===== config.mk =====
export PLATFORM = sky130hd
export DESIGN_NAME = i2c_master_register_read_fsm
export DESIGN_NICKNAME = d
export VERILOG_FILES = /design/src/rtl/i2cm_pkg.sv /design/src/rtl/i2cm_step.sv /design/src/rtl/i2c_master_register_read_fsm.sv
export SDC_FILE = /design/constraint.sdc
export NUM_CORES = 1
export LEC_CHECK = 0
export BUFFER_PORTS_ARGS = -buffer_cell sky130_fd_sc_hd__buf_2
export CORE_MARGIN = 3
export CORE_UTILIZATION = 40
export DETAILED_ROUTE_END_ITERATION = 16
export PLACE_DENSITY = 0.56
export SLEW_MARGIN = 20
export SYNTH_ARGS = -nofsm -noshare
export SYNTH_HDL_FRONTEND = slang
export SYNTH_HIERARCHICAL = 1
export SYNTH_SLANG_ARGS = --single-unit

===== constraint.sdc =====
create_clock -name clock -period 3.1 [get_ports clock]
set_clock_uncertainty 0.15 [all_clocks]
set_input_delay 0.465 -clock clock [delete_from_list [all_inputs] [get_ports clock]]
set_output_delay 0.465 -clock clock [all_outputs]
set_load 0.1 [all_outputs]

===== src/rtl/i2cm_pkg.sv =====
// Shared types and constants for the two-wire register read sequencer.
package i2cm_pkg;

   // Widths of the request and response payloads.
   localparam int ByteW      = 8;
   localparam int ReqDataW   = 24;
   localparam int RspDataW   = 24;
   localparam int CsrIndexW  = 1;
   localparam int CsrDataW   = 8;

   // Configuration register indexes.
   localparam logic [CsrIndexW-1:0] CSR_SLAVE_ADDRESS = 1'd0;
   localparam logic [CsrIndexW-1:0] CSR_MAX_ATTEMPTS  = 1'd1;

   // Reset value of the attempt limit.
   localparam logic [ByteW-1:0] MAX_ATTEMPTS_RESET = 8'd200;

   // Standard bus status codes, low three bits already cleared.
   localparam logic [ByteW-1:0] ST_START      = 8'h08;
   localparam logic [ByteW-1:0] ST_RSTART     = 8'h10;
   localparam logic [ByteW-1:0] ST_SLAW_ACK   = 8'h18;
   localparam logic [ByteW-1:0] ST_SLAW_NACK  = 8'h20;
   localparam logic [ByteW-1:0] ST_TXD_ACK    = 8'h28;
   localparam logic [ByteW-1:0] ST_TXD_NACK   = 8'h30;
   localparam logic [ByteW-1:0] ST_ARB_LOST   = 8'h38;
   localparam logic [ByteW-1:0] ST_SLAR_ACK   = 8'h40;
   localparam logic [ByteW-1:0] ST_SLAR_NACK  = 8'h48;
   localparam logic [ByteW-1:0] ST_RXD_NACK   = 8'h58;

   // Request kinds.
   typedef enum logic {
      KIND_BEGIN  = 1'b0,
      KIND_STATUS = 1'b1
   } kind_type;

   // Sequencer phases.
   typedef enum logic [2:0] {
      PH_IDLE   = 3'd0,
      PH_START  = 3'd1,
      PH_SLAW   = 3'd2,
      PH_REG    = 3'd3,
      PH_RSTART = 3'd4,
      PH_SLAR   = 3'd5,
      PH_DATA   = 3'd6
   } phase_type;

   // Actions commanded to the bus controller.
   typedef enum logic [2:0] {
      ACT_NONE  = 3'd0,
      ACT_START = 3'd1,
      ACT_SEND  = 3'd2,
      ACT_RECV  = 3'd3,
      ACT_STOP  = 3'd4
   } action_type;

   // Transaction outcomes.
   typedef enum logic [1:0] {
      OC_BYTE   = 2'd0,
      OC_NODATA = 2'd1,
      OC_ERROR  = 2'd2,
      OC_RETRY  = 2'd3
   } outcome_type;

   // Sequencer state carried between requests.
   typedef struct packed {
      phase_type        phase;
      logic [ByteW-1:0] attempt_count;
      logic [ByteW-1:0] register_latch;
   } seq_state_type;

   // One request as held in the input register.
   typedef struct packed {
      kind_type         kind;
      logic [ByteW-1:0] reg_addr;
      logic [ByteW-1:0] status;
      logic [ByteW-1:0] rx_byte;
   } req_type;

   // One response.
   typedef struct packed {
      action_type       action;
      logic [ByteW-1:0] tx_byte;
      logic             done_res;
      outcome_type      outcome;
      logic [ByteW-1:0] read_data;
   } rsp_type;

endpackage


===== src/rtl/i2cm_step.sv =====
// Transition logic: next sequencer state and response for one request.
module i2cm_step (
   input  i2cm_pkg::req_type       req,
   input  i2cm_pkg::seq_state_type state,
   input  logic [7:0]              slave_address,
   input  logic [7:0]              max_attempts,
   output i2cm_pkg::seq_state_type state_next,
   output i2cm_pkg::rsp_type       rsp
);

   logic [7:0] st;
   logic [7:0] sla;

   assign st  = {req.status[7:3], 3'b000};
   assign sla = {slave_address[7:1], 1'b0};

   always_comb begin
      state_next = state;
      rsp        = '0;
      rsp.action = i2cm_pkg::ACT_NONE;
      rsp.outcome = i2cm_pkg::OC_BYTE;

      if (req.kind == i2cm_pkg::KIND_BEGIN) begin
         // A begin is taken only while idle.
         if (state.phase == i2cm_pkg::PH_IDLE) begin
            state_next.register_latch = req.reg_addr;
            if (max_attempts == 8'd0) begin
               state_next.attempt_count = 8'd0;
               rsp.done_res = 1'b1;
               rsp.outcome  = i2cm_pkg::OC_RETRY;
            end else begin
               state_next.attempt_count = 8'd1;
               state_next.phase = i2cm_pkg::PH_START;
               rsp.action = i2cm_pkg::ACT_START;
            end
         end
      end else begin
         // Bus status event advances the sequence.
         unique case (state.phase)
            i2cm_pkg::PH_START: begin
               if (st == i2cm_pkg::ST_START || st == i2cm_pkg::ST_RSTART) begin
                  state_next.phase = i2cm_pkg::PH_SLAW;
                  rsp.action  = i2cm_pkg::ACT_SEND;
                  rsp.tx_byte = sla;
               end else if (st == i2cm_pkg::ST_ARB_LOST) begin
                  state_next.phase = i2cm_pkg::PH_START;
                  rsp.action = i2cm_pkg::ACT_START;
               end else begin
                  // Failed first start ends without a stop.
                  state_next.phase = i2cm_pkg::PH_IDLE;
                  rsp.done_res = 1'b1;
                  rsp.outcome  = i2cm_pkg::OC_ERROR;
               end
            end
            i2cm_pkg::PH_SLAW: begin
               if (st == i2cm_pkg::ST_SLAW_ACK) begin
                  state_next.phase = i2cm_pkg::PH_REG;
                  rsp.action  = i2cm_pkg::ACT_SEND;
                  rsp.tx_byte = state.register_latch;
               end else if (st == i2cm_pkg::ST_SLAW_NACK) begin
                  if (state.attempt_count >= max_attempts) begin
                     state_next.phase = i2cm_pkg::PH_IDLE;
                     rsp.done_res = 1'b1;
                     rsp.outcome  = i2cm_pkg::OC_RETRY;
                  end else begin
                     state_next.attempt_count = state.attempt_count + 8'd1;
                     state_next.phase = i2cm_pkg::PH_START;
                     rsp.action = i2cm_pkg::ACT_START;
                  end
               end else if (st == i2cm_pkg::ST_ARB_LOST) begin
                  state_next.phase = i2cm_pkg::PH_START;
                  rsp.action = i2cm_pkg::ACT_START;
               end else begin
                  state_next.phase = i2cm_pkg::PH_IDLE;
                  rsp.action   = i2cm_pkg::ACT_STOP;
                  rsp.done_res = 1'b1;
                  rsp.outcome  = i2cm_pkg::OC_ERROR;
               end
            end
            i2cm_pkg::PH_REG: begin
               if (st == i2cm_pkg::ST_TXD_ACK) begin
                  state_next.phase = i2cm_pkg::PH_RSTART;
                  rsp.action = i2cm_pkg::ACT_START;
               end else if (st == i2cm_pkg::ST_TXD_NACK) begin
                  state_next.phase = i2cm_pkg::PH_IDLE;
                  rsp.action   = i2cm_pkg::ACT_STOP;
                  rsp.done_res = 1'b1;
                  rsp.outcome  = i2cm_pkg::OC_NODATA;
               end else if (st == i2cm_pkg::ST_ARB_LOST) begin
                  state_next.phase = i2cm_pkg::PH_START;
                  rsp.action = i2cm_pkg::ACT_START;
               end else begin
                  state_next.phase = i2cm_pkg::PH_IDLE;
                  rsp.action   = i2cm_pkg::ACT_STOP;
                  rsp.done_res = 1'b1;
                  rsp.outcome  = i2cm_pkg::OC_ERROR;
               end
            end
            i2cm_pkg::PH_RSTART: begin
               if (st == i2cm_pkg::ST_START || st == i2cm_pkg::ST_RSTART) begin
                  state_next.phase = i2cm_pkg::PH_SLAR;
                  rsp.action  = i2cm_pkg::ACT_SEND;
                  rsp.tx_byte = {sla[7:1], 1'b1};
               end else if (st == i2cm_pkg::ST_ARB_LOST) begin
                  state_next.phase = i2cm_pkg::PH_START;
                  rsp.action = i2cm_pkg::ACT_START;
               end else begin
                  state_next.phase = i2cm_pkg::PH_IDLE;
                  rsp.action   = i2cm_pkg::ACT_STOP;
                  rsp.done_res = 1'b1;
                  rsp.outcome  = i2cm_pkg::OC_ERROR;
               end
            end
            i2cm_pkg::PH_SLAR: begin
               if (st == i2cm_pkg::ST_SLAR_ACK) begin
                  state_next.phase = i2cm_pkg::PH_DATA;
                  rsp.action = i2cm_pkg::ACT_RECV;
               end else if (st == i2cm_pkg::ST_SLAR_NACK) begin
                  state_next.phase = i2cm_pkg::PH_IDLE;
                  rsp.action   = i2cm_pkg::ACT_STOP;
                  rsp.done_res = 1'b1;
                  rsp.outcome  = i2cm_pkg::OC_NODATA;
               end else if (st == i2cm_pkg::ST_ARB_LOST) begin
                  state_next.phase = i2cm_pkg::PH_START;
                  rsp.action = i2cm_pkg::ACT_START;
               end else begin
                  state_next.phase = i2cm_pkg::PH_IDLE;
                  rsp.action   = i2cm_pkg::ACT_STOP;
                  rsp.done_res = 1'b1;
                  rsp.outcome  = i2cm_pkg::OC_ERROR;
               end
            end
            i2cm_pkg::PH_DATA: begin
               // Any status other than data received with NACK is an error.
               state_next.phase = i2cm_pkg::PH_IDLE;
               rsp.action   = i2cm_pkg::ACT_STOP;
               rsp.done_res = 1'b1;
               if (st == i2cm_pkg::ST_RXD_NACK) begin
                  rsp.outcome   = i2cm_pkg::OC_BYTE;
                  rsp.read_data = req.rx_byte;
               end else begin
                  rsp.outcome = i2cm_pkg::OC_ERROR;
               end
            end
            default: begin
               // Status while idle is ignored.
               state_next.phase = i2cm_pkg::PH_IDLE;
            end
         endcase
      end
   end

endmodule


===== src/rtl/i2c_master_register_read_fsm.sv =====
// Top level of the two-wire master register read sequencer.
//
// Usage: the request channel carries either a begin (tuser low, register
// address in tdata) or a bus status event (tuser high, status and received
// byte in tdata). Every request yields exactly one response that tells the
// bus controller the next action: none, start, send tx_byte, receive with
// NACK, or stop. rsp_tlast marks the response that ends a transaction;
// the outcome and the byte read are valid with it.
// From request acceptance to rsp_tvalid a request passes the input register,
// then the transition logic into the response register. Throughput is one
// request per cycle while rsp_tready stays high; the input register and the
// response register form a two-stage pipeline, so a new request is taken
// while a finished response still waits. When the receiver stalls, the
// response register holds and the input register fills, after which
// req_tready drops. A synchronous reset empties both stages, returns the
// sequencer to idle and restores the configuration registers to their
// reset values. Configuration writes are registered; the user must make
// them only while no request is in flight, which the block does not enforce.
module i2c_master_register_read_fsm (
   input  logic                               clock,
   input  logic                               reset,
   // Request channel.
   input  logic                               req_tvalid,
   output logic                               req_tready,
   input  logic [i2cm_pkg::ReqDataW-1:0]      req_tdata,  // reg_addr, status, rx_byte
   input  logic                               req_tuser,  // kind
   // Response channel.
   output logic                               rsp_tvalid,
   input  logic                               rsp_tready,
   output logic [i2cm_pkg::RspDataW-1:0]      rsp_tdata,  // action, tx_byte, outcome,
                                                          // read_data, zero pad
   output logic                               rsp_tlast,  // done_res
   // Configuration port.
   input  logic                               csr_we,
   input  logic [i2cm_pkg::CsrIndexW-1:0]     csr_index,
   input  logic [i2cm_pkg::CsrDataW-1:0]      csr_wdata
);

   logic                     in_valid_ff;
   i2cm_pkg::req_type        in_req_ff;
   logic                     out_valid_ff;
   i2cm_pkg::rsp_type        out_rsp_ff;
   i2cm_pkg::seq_state_type  state_ff;
   i2cm_pkg::seq_state_type  state_in;
   i2cm_pkg::rsp_type        rsp_in;
   logic [7:0]               slave_address_ff;
   logic [7:0]               max_attempts_ff;
   logic                     advance;
   logic                     req_fire;

   // Pipeline flow control.
   assign advance    = in_valid_ff && (!out_valid_ff || rsp_tready);
   assign req_tready = !in_valid_ff || advance;
   assign req_fire   = req_tvalid && req_tready;

   // Transition logic.
   i2cm_step u_step (
      .req           (in_req_ff),
      .state         (state_ff),
      .slave_address (slave_address_ff),
      .max_attempts  (max_attempts_ff),
      .state_next    (state_in),
      .rsp           (rsp_in)
   );

   // Input register.
   always_ff @(posedge clock) begin
      if (reset) begin
         in_valid_ff <= 1'b0;
      end else if (req_tready) begin
         in_valid_ff <= req_tvalid;
      end
      if (req_fire) begin
         in_req_ff.kind     <= i2cm_pkg::kind_type'(req_tuser);
         in_req_ff.reg_addr <= req_tdata[7:0];
         in_req_ff.status   <= req_tdata[15:8];
         in_req_ff.rx_byte  <= req_tdata[23:16];
      end
   end

   // Sequencer state and response register.
   always_ff @(posedge clock) begin
      if (reset) begin
         state_ff     <= '0;
         out_valid_ff <= 1'b0;
      end else begin
         if (advance) begin
            state_ff <= state_in;
         end
         if (advance) begin
            out_valid_ff <= 1'b1;
         end else if (rsp_tready) begin
            out_valid_ff <= 1'b0;
         end
      end
      if (advance) begin
         out_rsp_ff <= rsp_in;
      end
   end

   // Configuration registers.
   always_ff @(posedge clock) begin
      if (reset) begin
         slave_address_ff <= 8'd0;
         max_attempts_ff  <= i2cm_pkg::MAX_ATTEMPTS_RESET;
      end else if (csr_we) begin
         unique case (csr_index)
            i2cm_pkg::CSR_SLAVE_ADDRESS: slave_address_ff <= csr_wdata;
            i2cm_pkg::CSR_MAX_ATTEMPTS:  max_attempts_ff  <= csr_wdata;
            default: ;
         endcase
      end
   end

   // Response packing.
   assign rsp_tvalid = out_valid_ff;
   assign rsp_tlast  = out_rsp_ff.done_res;
   assign rsp_tdata  = {3'b000, out_rsp_ff.read_data, out_rsp_ff.outcome,
                        out_rsp_ff.tx_byte, out_rsp_ff.action};

endmodule


* After elaboration in Yosys (flattened, before gate mapping)
Cells that the tools add are included.
Storage, ports and cells: register bits after elaboration 84, bits of input ports 39, output and inout bits 27, word-level logic and storage cells 110
Operators by class: $lt $le $gt $ge 1, bitwise gates (word level) 2, reductions and logical operators 18, equal/unequal tests 21, multiplexer cells 51, $add $sub $neg 1
Operators with widths (count):
- $mux W3 | 28
- $mux W8 | 7
- $pmux W3 S5 | 2
- $pmux W8 S3 | 1
- $eq A5 B3 Y1 const B | 4
- $mux W19 | 1
- $pmux W3 S6 | 1
- $eq A5 B4 Y1 const B | 3
- $mux W11 | 1
- $eq A5 B2 Y1 const B | 2
- $eq A3 B3 Y1 const B | 3
- $mux W1 | 9
- $reduce_and A3 Y1 | 3
- $add A8 B1 Y8 const B | 1
- $ge A8 B8 Y1 | 1
- $logic_not A8 Y1 | 1
- $eq A3 B2 Y1 const B | 2
- $ne A2 B2 Y1 const B | 3
- $reduce_and A6 Y1 | 1
- $eq A5 B1 Y1 const B | 1
- $ne A2 B1 Y1 const B | 2
- $reduce_and A2 Y1 | 2
- $reduce_bool A2 Y1 | 2
- $eq A3 B1 Y1 const B | 1
- 7 further kinds | 12

* Longest topological paths before layout
word-level depth 6, depth in mapped cells 11, mapped depth without buffers 10

* By module
Netlist, hierarchy kept.
By module, submodules not included:
- i2c_master_register_read_fsm | times used 1, sequential area each 2152.1 µm², area each 2966.6 µm², cells each 206
- i2cm_step | times used 1, sequential area each 0.0 µm², area each 1293.7 µm², cells each 221

* Least setup slack after synthesis
OpenSTA, ideal clock, no wires.
path type register to register, start point reg out_valid_ff (netlist: rsp_tvalid), end point reg in_req_ff[0] (netlist bit) (enable), path buffers 0, stages on the path, launching flop included 3, setup slack 332 ps, setup time 415 ps, arrival time 2203 ps, clock period less this slack 2768 ps, required time 2535 ps, cell sequence dfxtp_1 nor2b_4 a21oi_1
On the way: word-level cells in the longest chain between the ends 5
Ends and longest elaborated chain:
- from (decl) | line i2c_master_register_read_fsm.sv:41 | logic out_valid_ff;
- from (signal assigned) | line i2c_master_register_read_fsm.sv:85 | out_valid_ff <= 1'b0;
- from (signal assigned) | line i2c_master_register_read_fsm.sv:91 | out_valid_ff <= 1'b1;
- from (signal assigned) | line i2c_master_register_read_fsm.sv:93 | out_valid_ff <= 1'b0;
- $logic_not A1 Y1 | line i2c_master_register_read_fsm.sv:52 | assign advance = in_valid_ff && (!out_valid_ff || rsp_tready);
- $logic_or A1 B1 Y1 | line i2c_master_register_read_fsm.sv:52
- $logic_and A1 B1 Y1 | line i2c_master_register_read_fsm.sv:52
- $logic_or A1 B1 Y1 | line i2c_master_register_read_fsm.sv:53 | assign req_tready = !in_valid_ff || advance;
- $logic_and A1 B1 Y1 | line i2c_master_register_read_fsm.sv:54 | assign req_fire = req_tvalid && req_tready;
- named net req_fire | line i2c_master_register_read_fsm.sv:49 | logic req_fire;
- to (decl) | line i2c_master_register_read_fsm.sv:40 | i2cm_pkg::req_type in_req_ff;
The timed path passes the listed nets, and every way through them passes these cells. A chain may end at the register's enable or synchronous reset.

==> flow_summary.json <==
{
  "wl_met1_mm": 3.906,
  "antenna_found_initial": 0,
  "finalSetupViolCount": 0,
  "nNetsFinal": 522,
  "switchingPower_mw": 0.6155,
  "power_density_nw_per_um2": 490.6,
  "wl_met3_um": 323,
  "peakVddDrop_v": 0.0003285,
  "worstSetupPathType": "reg2reg",
  "fp.dieArea_um2": 11600,
  "die_h_um": 107.7,
  "post-cts-setup-buffers": 0,
  "area_growth_pct": 14.19,
  "start_util_pct": 41.74,
  "track_usage_pct": 15.96,
  "dr.max_layer_used": "met4",
  "gp_congestion": 0.8986,
  "drt_iter0_drc": 165,
  "hp-class": "in2reg",
  "fin_cells": 612,
  "crit_path_start_kind": "flip-flop",
  "crit_chain": "ha_1 > nor2b_1 > o211a_1 > o311ai_1 > nand3_1 > buf_4 > nor3_2 > mux2i_1 > nand2b_1 > mux2i_1",
  "endpoint_kind": "flip-flop",
  "cts_buffers": 9,
  "grt-ovfl-total": 0,
  "first_pass_iters": 4,
  "leakagePower_nw": 1.824,
  "setup_tns_ns": 0,
  "cp_slowest_cell": "dfxtp_1",
  "worstSkewPairLatency_ns": 0.35,
  "drc_errors": 0,
  "htree_levels": 3,
  "grt_pass1_vias": 2985,
  "swShare_pct": 26.56,
  "io-pin-count": 66,
  "met2_length_mm": 4.131,
  "clk_pin_slew_ns": 0.08,
  "rsz0062_at_grt": "no",
  "hpwl_mm": 6.090,
  "die_x_um": 107.7,
  "core_area_um2": 9910,
  "fillers": 973,
  "ant_nets": 0,
  "sequentialPowerShare_pct": 51.4,
  "yosysWarnings": 6,
  "multi_input_area_um2": 1896,
  "timing.fmax_mhz": 370.5,
  "row_count": 36,
  "status": "complete, no violations",
  "drive_above_1_share_pct": 18.79,
  "syn_area_um2": 4136,
  "min_period_over_period_pct": 87.08,
  "tightest_slew_ns": 0.7704,
  "cp.arrival_ns": 2.83,
  "postCtsHoldBufs": 0,
  "path_common_cell": "mux2i_1",
  "cts-root-buf": "clkbuf_8",
  "crit_buf_inv": 1,
  "critPathRequiredTime_ns": 3.23,
  "wl_per_cell_um": 13.92,
  "grt_pass1_wl_mm": 14.59,
  "comb_power_share_pct": 12.4,
  "period_minus_slack_ns": 2.699,
  "cts.sinks": 80,
  "finalMaxSlewViolations": 0,
  "relSlewSlack_pct": 48.64,
  "vias": 3064,
  "regArea_um2": 2042,
  "diodes": 0,
  "numPortBuffers": 59,
  "cpPeakStageDelay_ns": 0.45,
  "grt_max_degree": 56,
  "finalHoldViolations": 0,
  "cts_buffer_depth": 2,
  "worstPathMaxFanout": 10,
  "vias_per_cell": 5.007,
  "routed_wl_mm": 8.521,
  "power_mw": 2.317,
  "dp_cells": 596,
  "postSynthCellCount": 421,
  "crit_family": "compound AO/OA/AOI/OAI gates",
  "holdWs_ns": 0.1325,
  "ctsResizeCount": 0,
  "cts_tree": "yes",
  "maxCapViolations": 0,
  "p_int_mw": 1.702,
  "power_frac_clock_pct": 36.2,
  "avgSynthCellArea_um2": 9.825
}
state kept, by name, indices dropped and copies added, names as in the netlist:
name and count:
in_valid_ff 1, in_req_ff 22, rsp_tvalid 1, rsp_tdata 21, rsp_tlast 1, slave_address_ff 7, state_ff 19, max_attempts_ff 8
metrics by stage:
stage               utilization (%)  setup WS, ns  cell area [µm²]
global placement              45.45        0.4412             4504
global route                  47.66       0.07878             4723
detailed placement            45.45        0.3745             4504
CTS                           47.66        0.3605             4723
finish                        47.66        0.4006             4723
floorplan                         -        0.4823             4144
cell type report:
type | count | area share, %
Clock inverter | 6 | 1.934
Inverter | 14 | 1.113
Tap cell | 133 | 3.523
Clock buffer | 10 | 2.702
Timing Repair Buffer | 66 | 7.364
Multi-Input combinational cell | 303 | 40.13
Sequential cell | 80 | 43.23
worst paths after layout:
| kind | from | endpoint | slack, ns | cells past startpoint |
|---|---|---|---|---|
| worst max register to register | state_ff[9] | state_ff[13] | 0.40 | 10 |
| worst max-delay path | state_ff[9] | state_ff[13] | 0.40 | 10 |
| worst min-delay path | req_tdata[14] | in_req_ff[14] | 0.13 | 1 |
| worst min register to register | max_attempts_ff[5] | max_attempts_ff[5] | 0.31 | 2 |
power by group through the flow:
stage	logic (mW)	registers [mW]	clock network, mW
final	0.287	1.19	0.838
after CTS	0.290	1.19	0.868
after global placement	0.285	1.22	0
after floorplan	0.153	1.29	0
after detailed placement	0.289	1.22	0
after global routing	0.312	1.20	0.921
layout by cell type (no fill, tap or decap), types with 12 or more instances in the layout:
cell type  count
dfxtp_1       36
a21oi_1       17
nand2b_1      42
nor2_1        32
edfxtp_1      44
buf_2         59
mux2i_1       32
nand3_1       12
nand2_1       58
inv_1         14
worst register-to-register path: stages, from the launching register on:
cell,delay [ns]
dfxtp_1,0.45
ha_1,0.29
nor2b_1,0.14
o211a_1,0.20
o311ai_1,0.45
nand3_1,0.16
buf_4,0.21
nor3_2,0.21
mux2i_1,0.20
nand2b_1,0.07
mux2i_1,0.12
metal layers:
| metal | GRT usage (%) | vias to the layer above |
|---|---|---|
| met4 | 6.492 | 0 |
| met2 | 25.40 | 62 |
| met3 | 3.779 | 13 |
| met5 | 0 | - |
| li1 | - | 1583 |
| met1 | 20.89 | 1406 |
(Power assumes the default switching activity.)
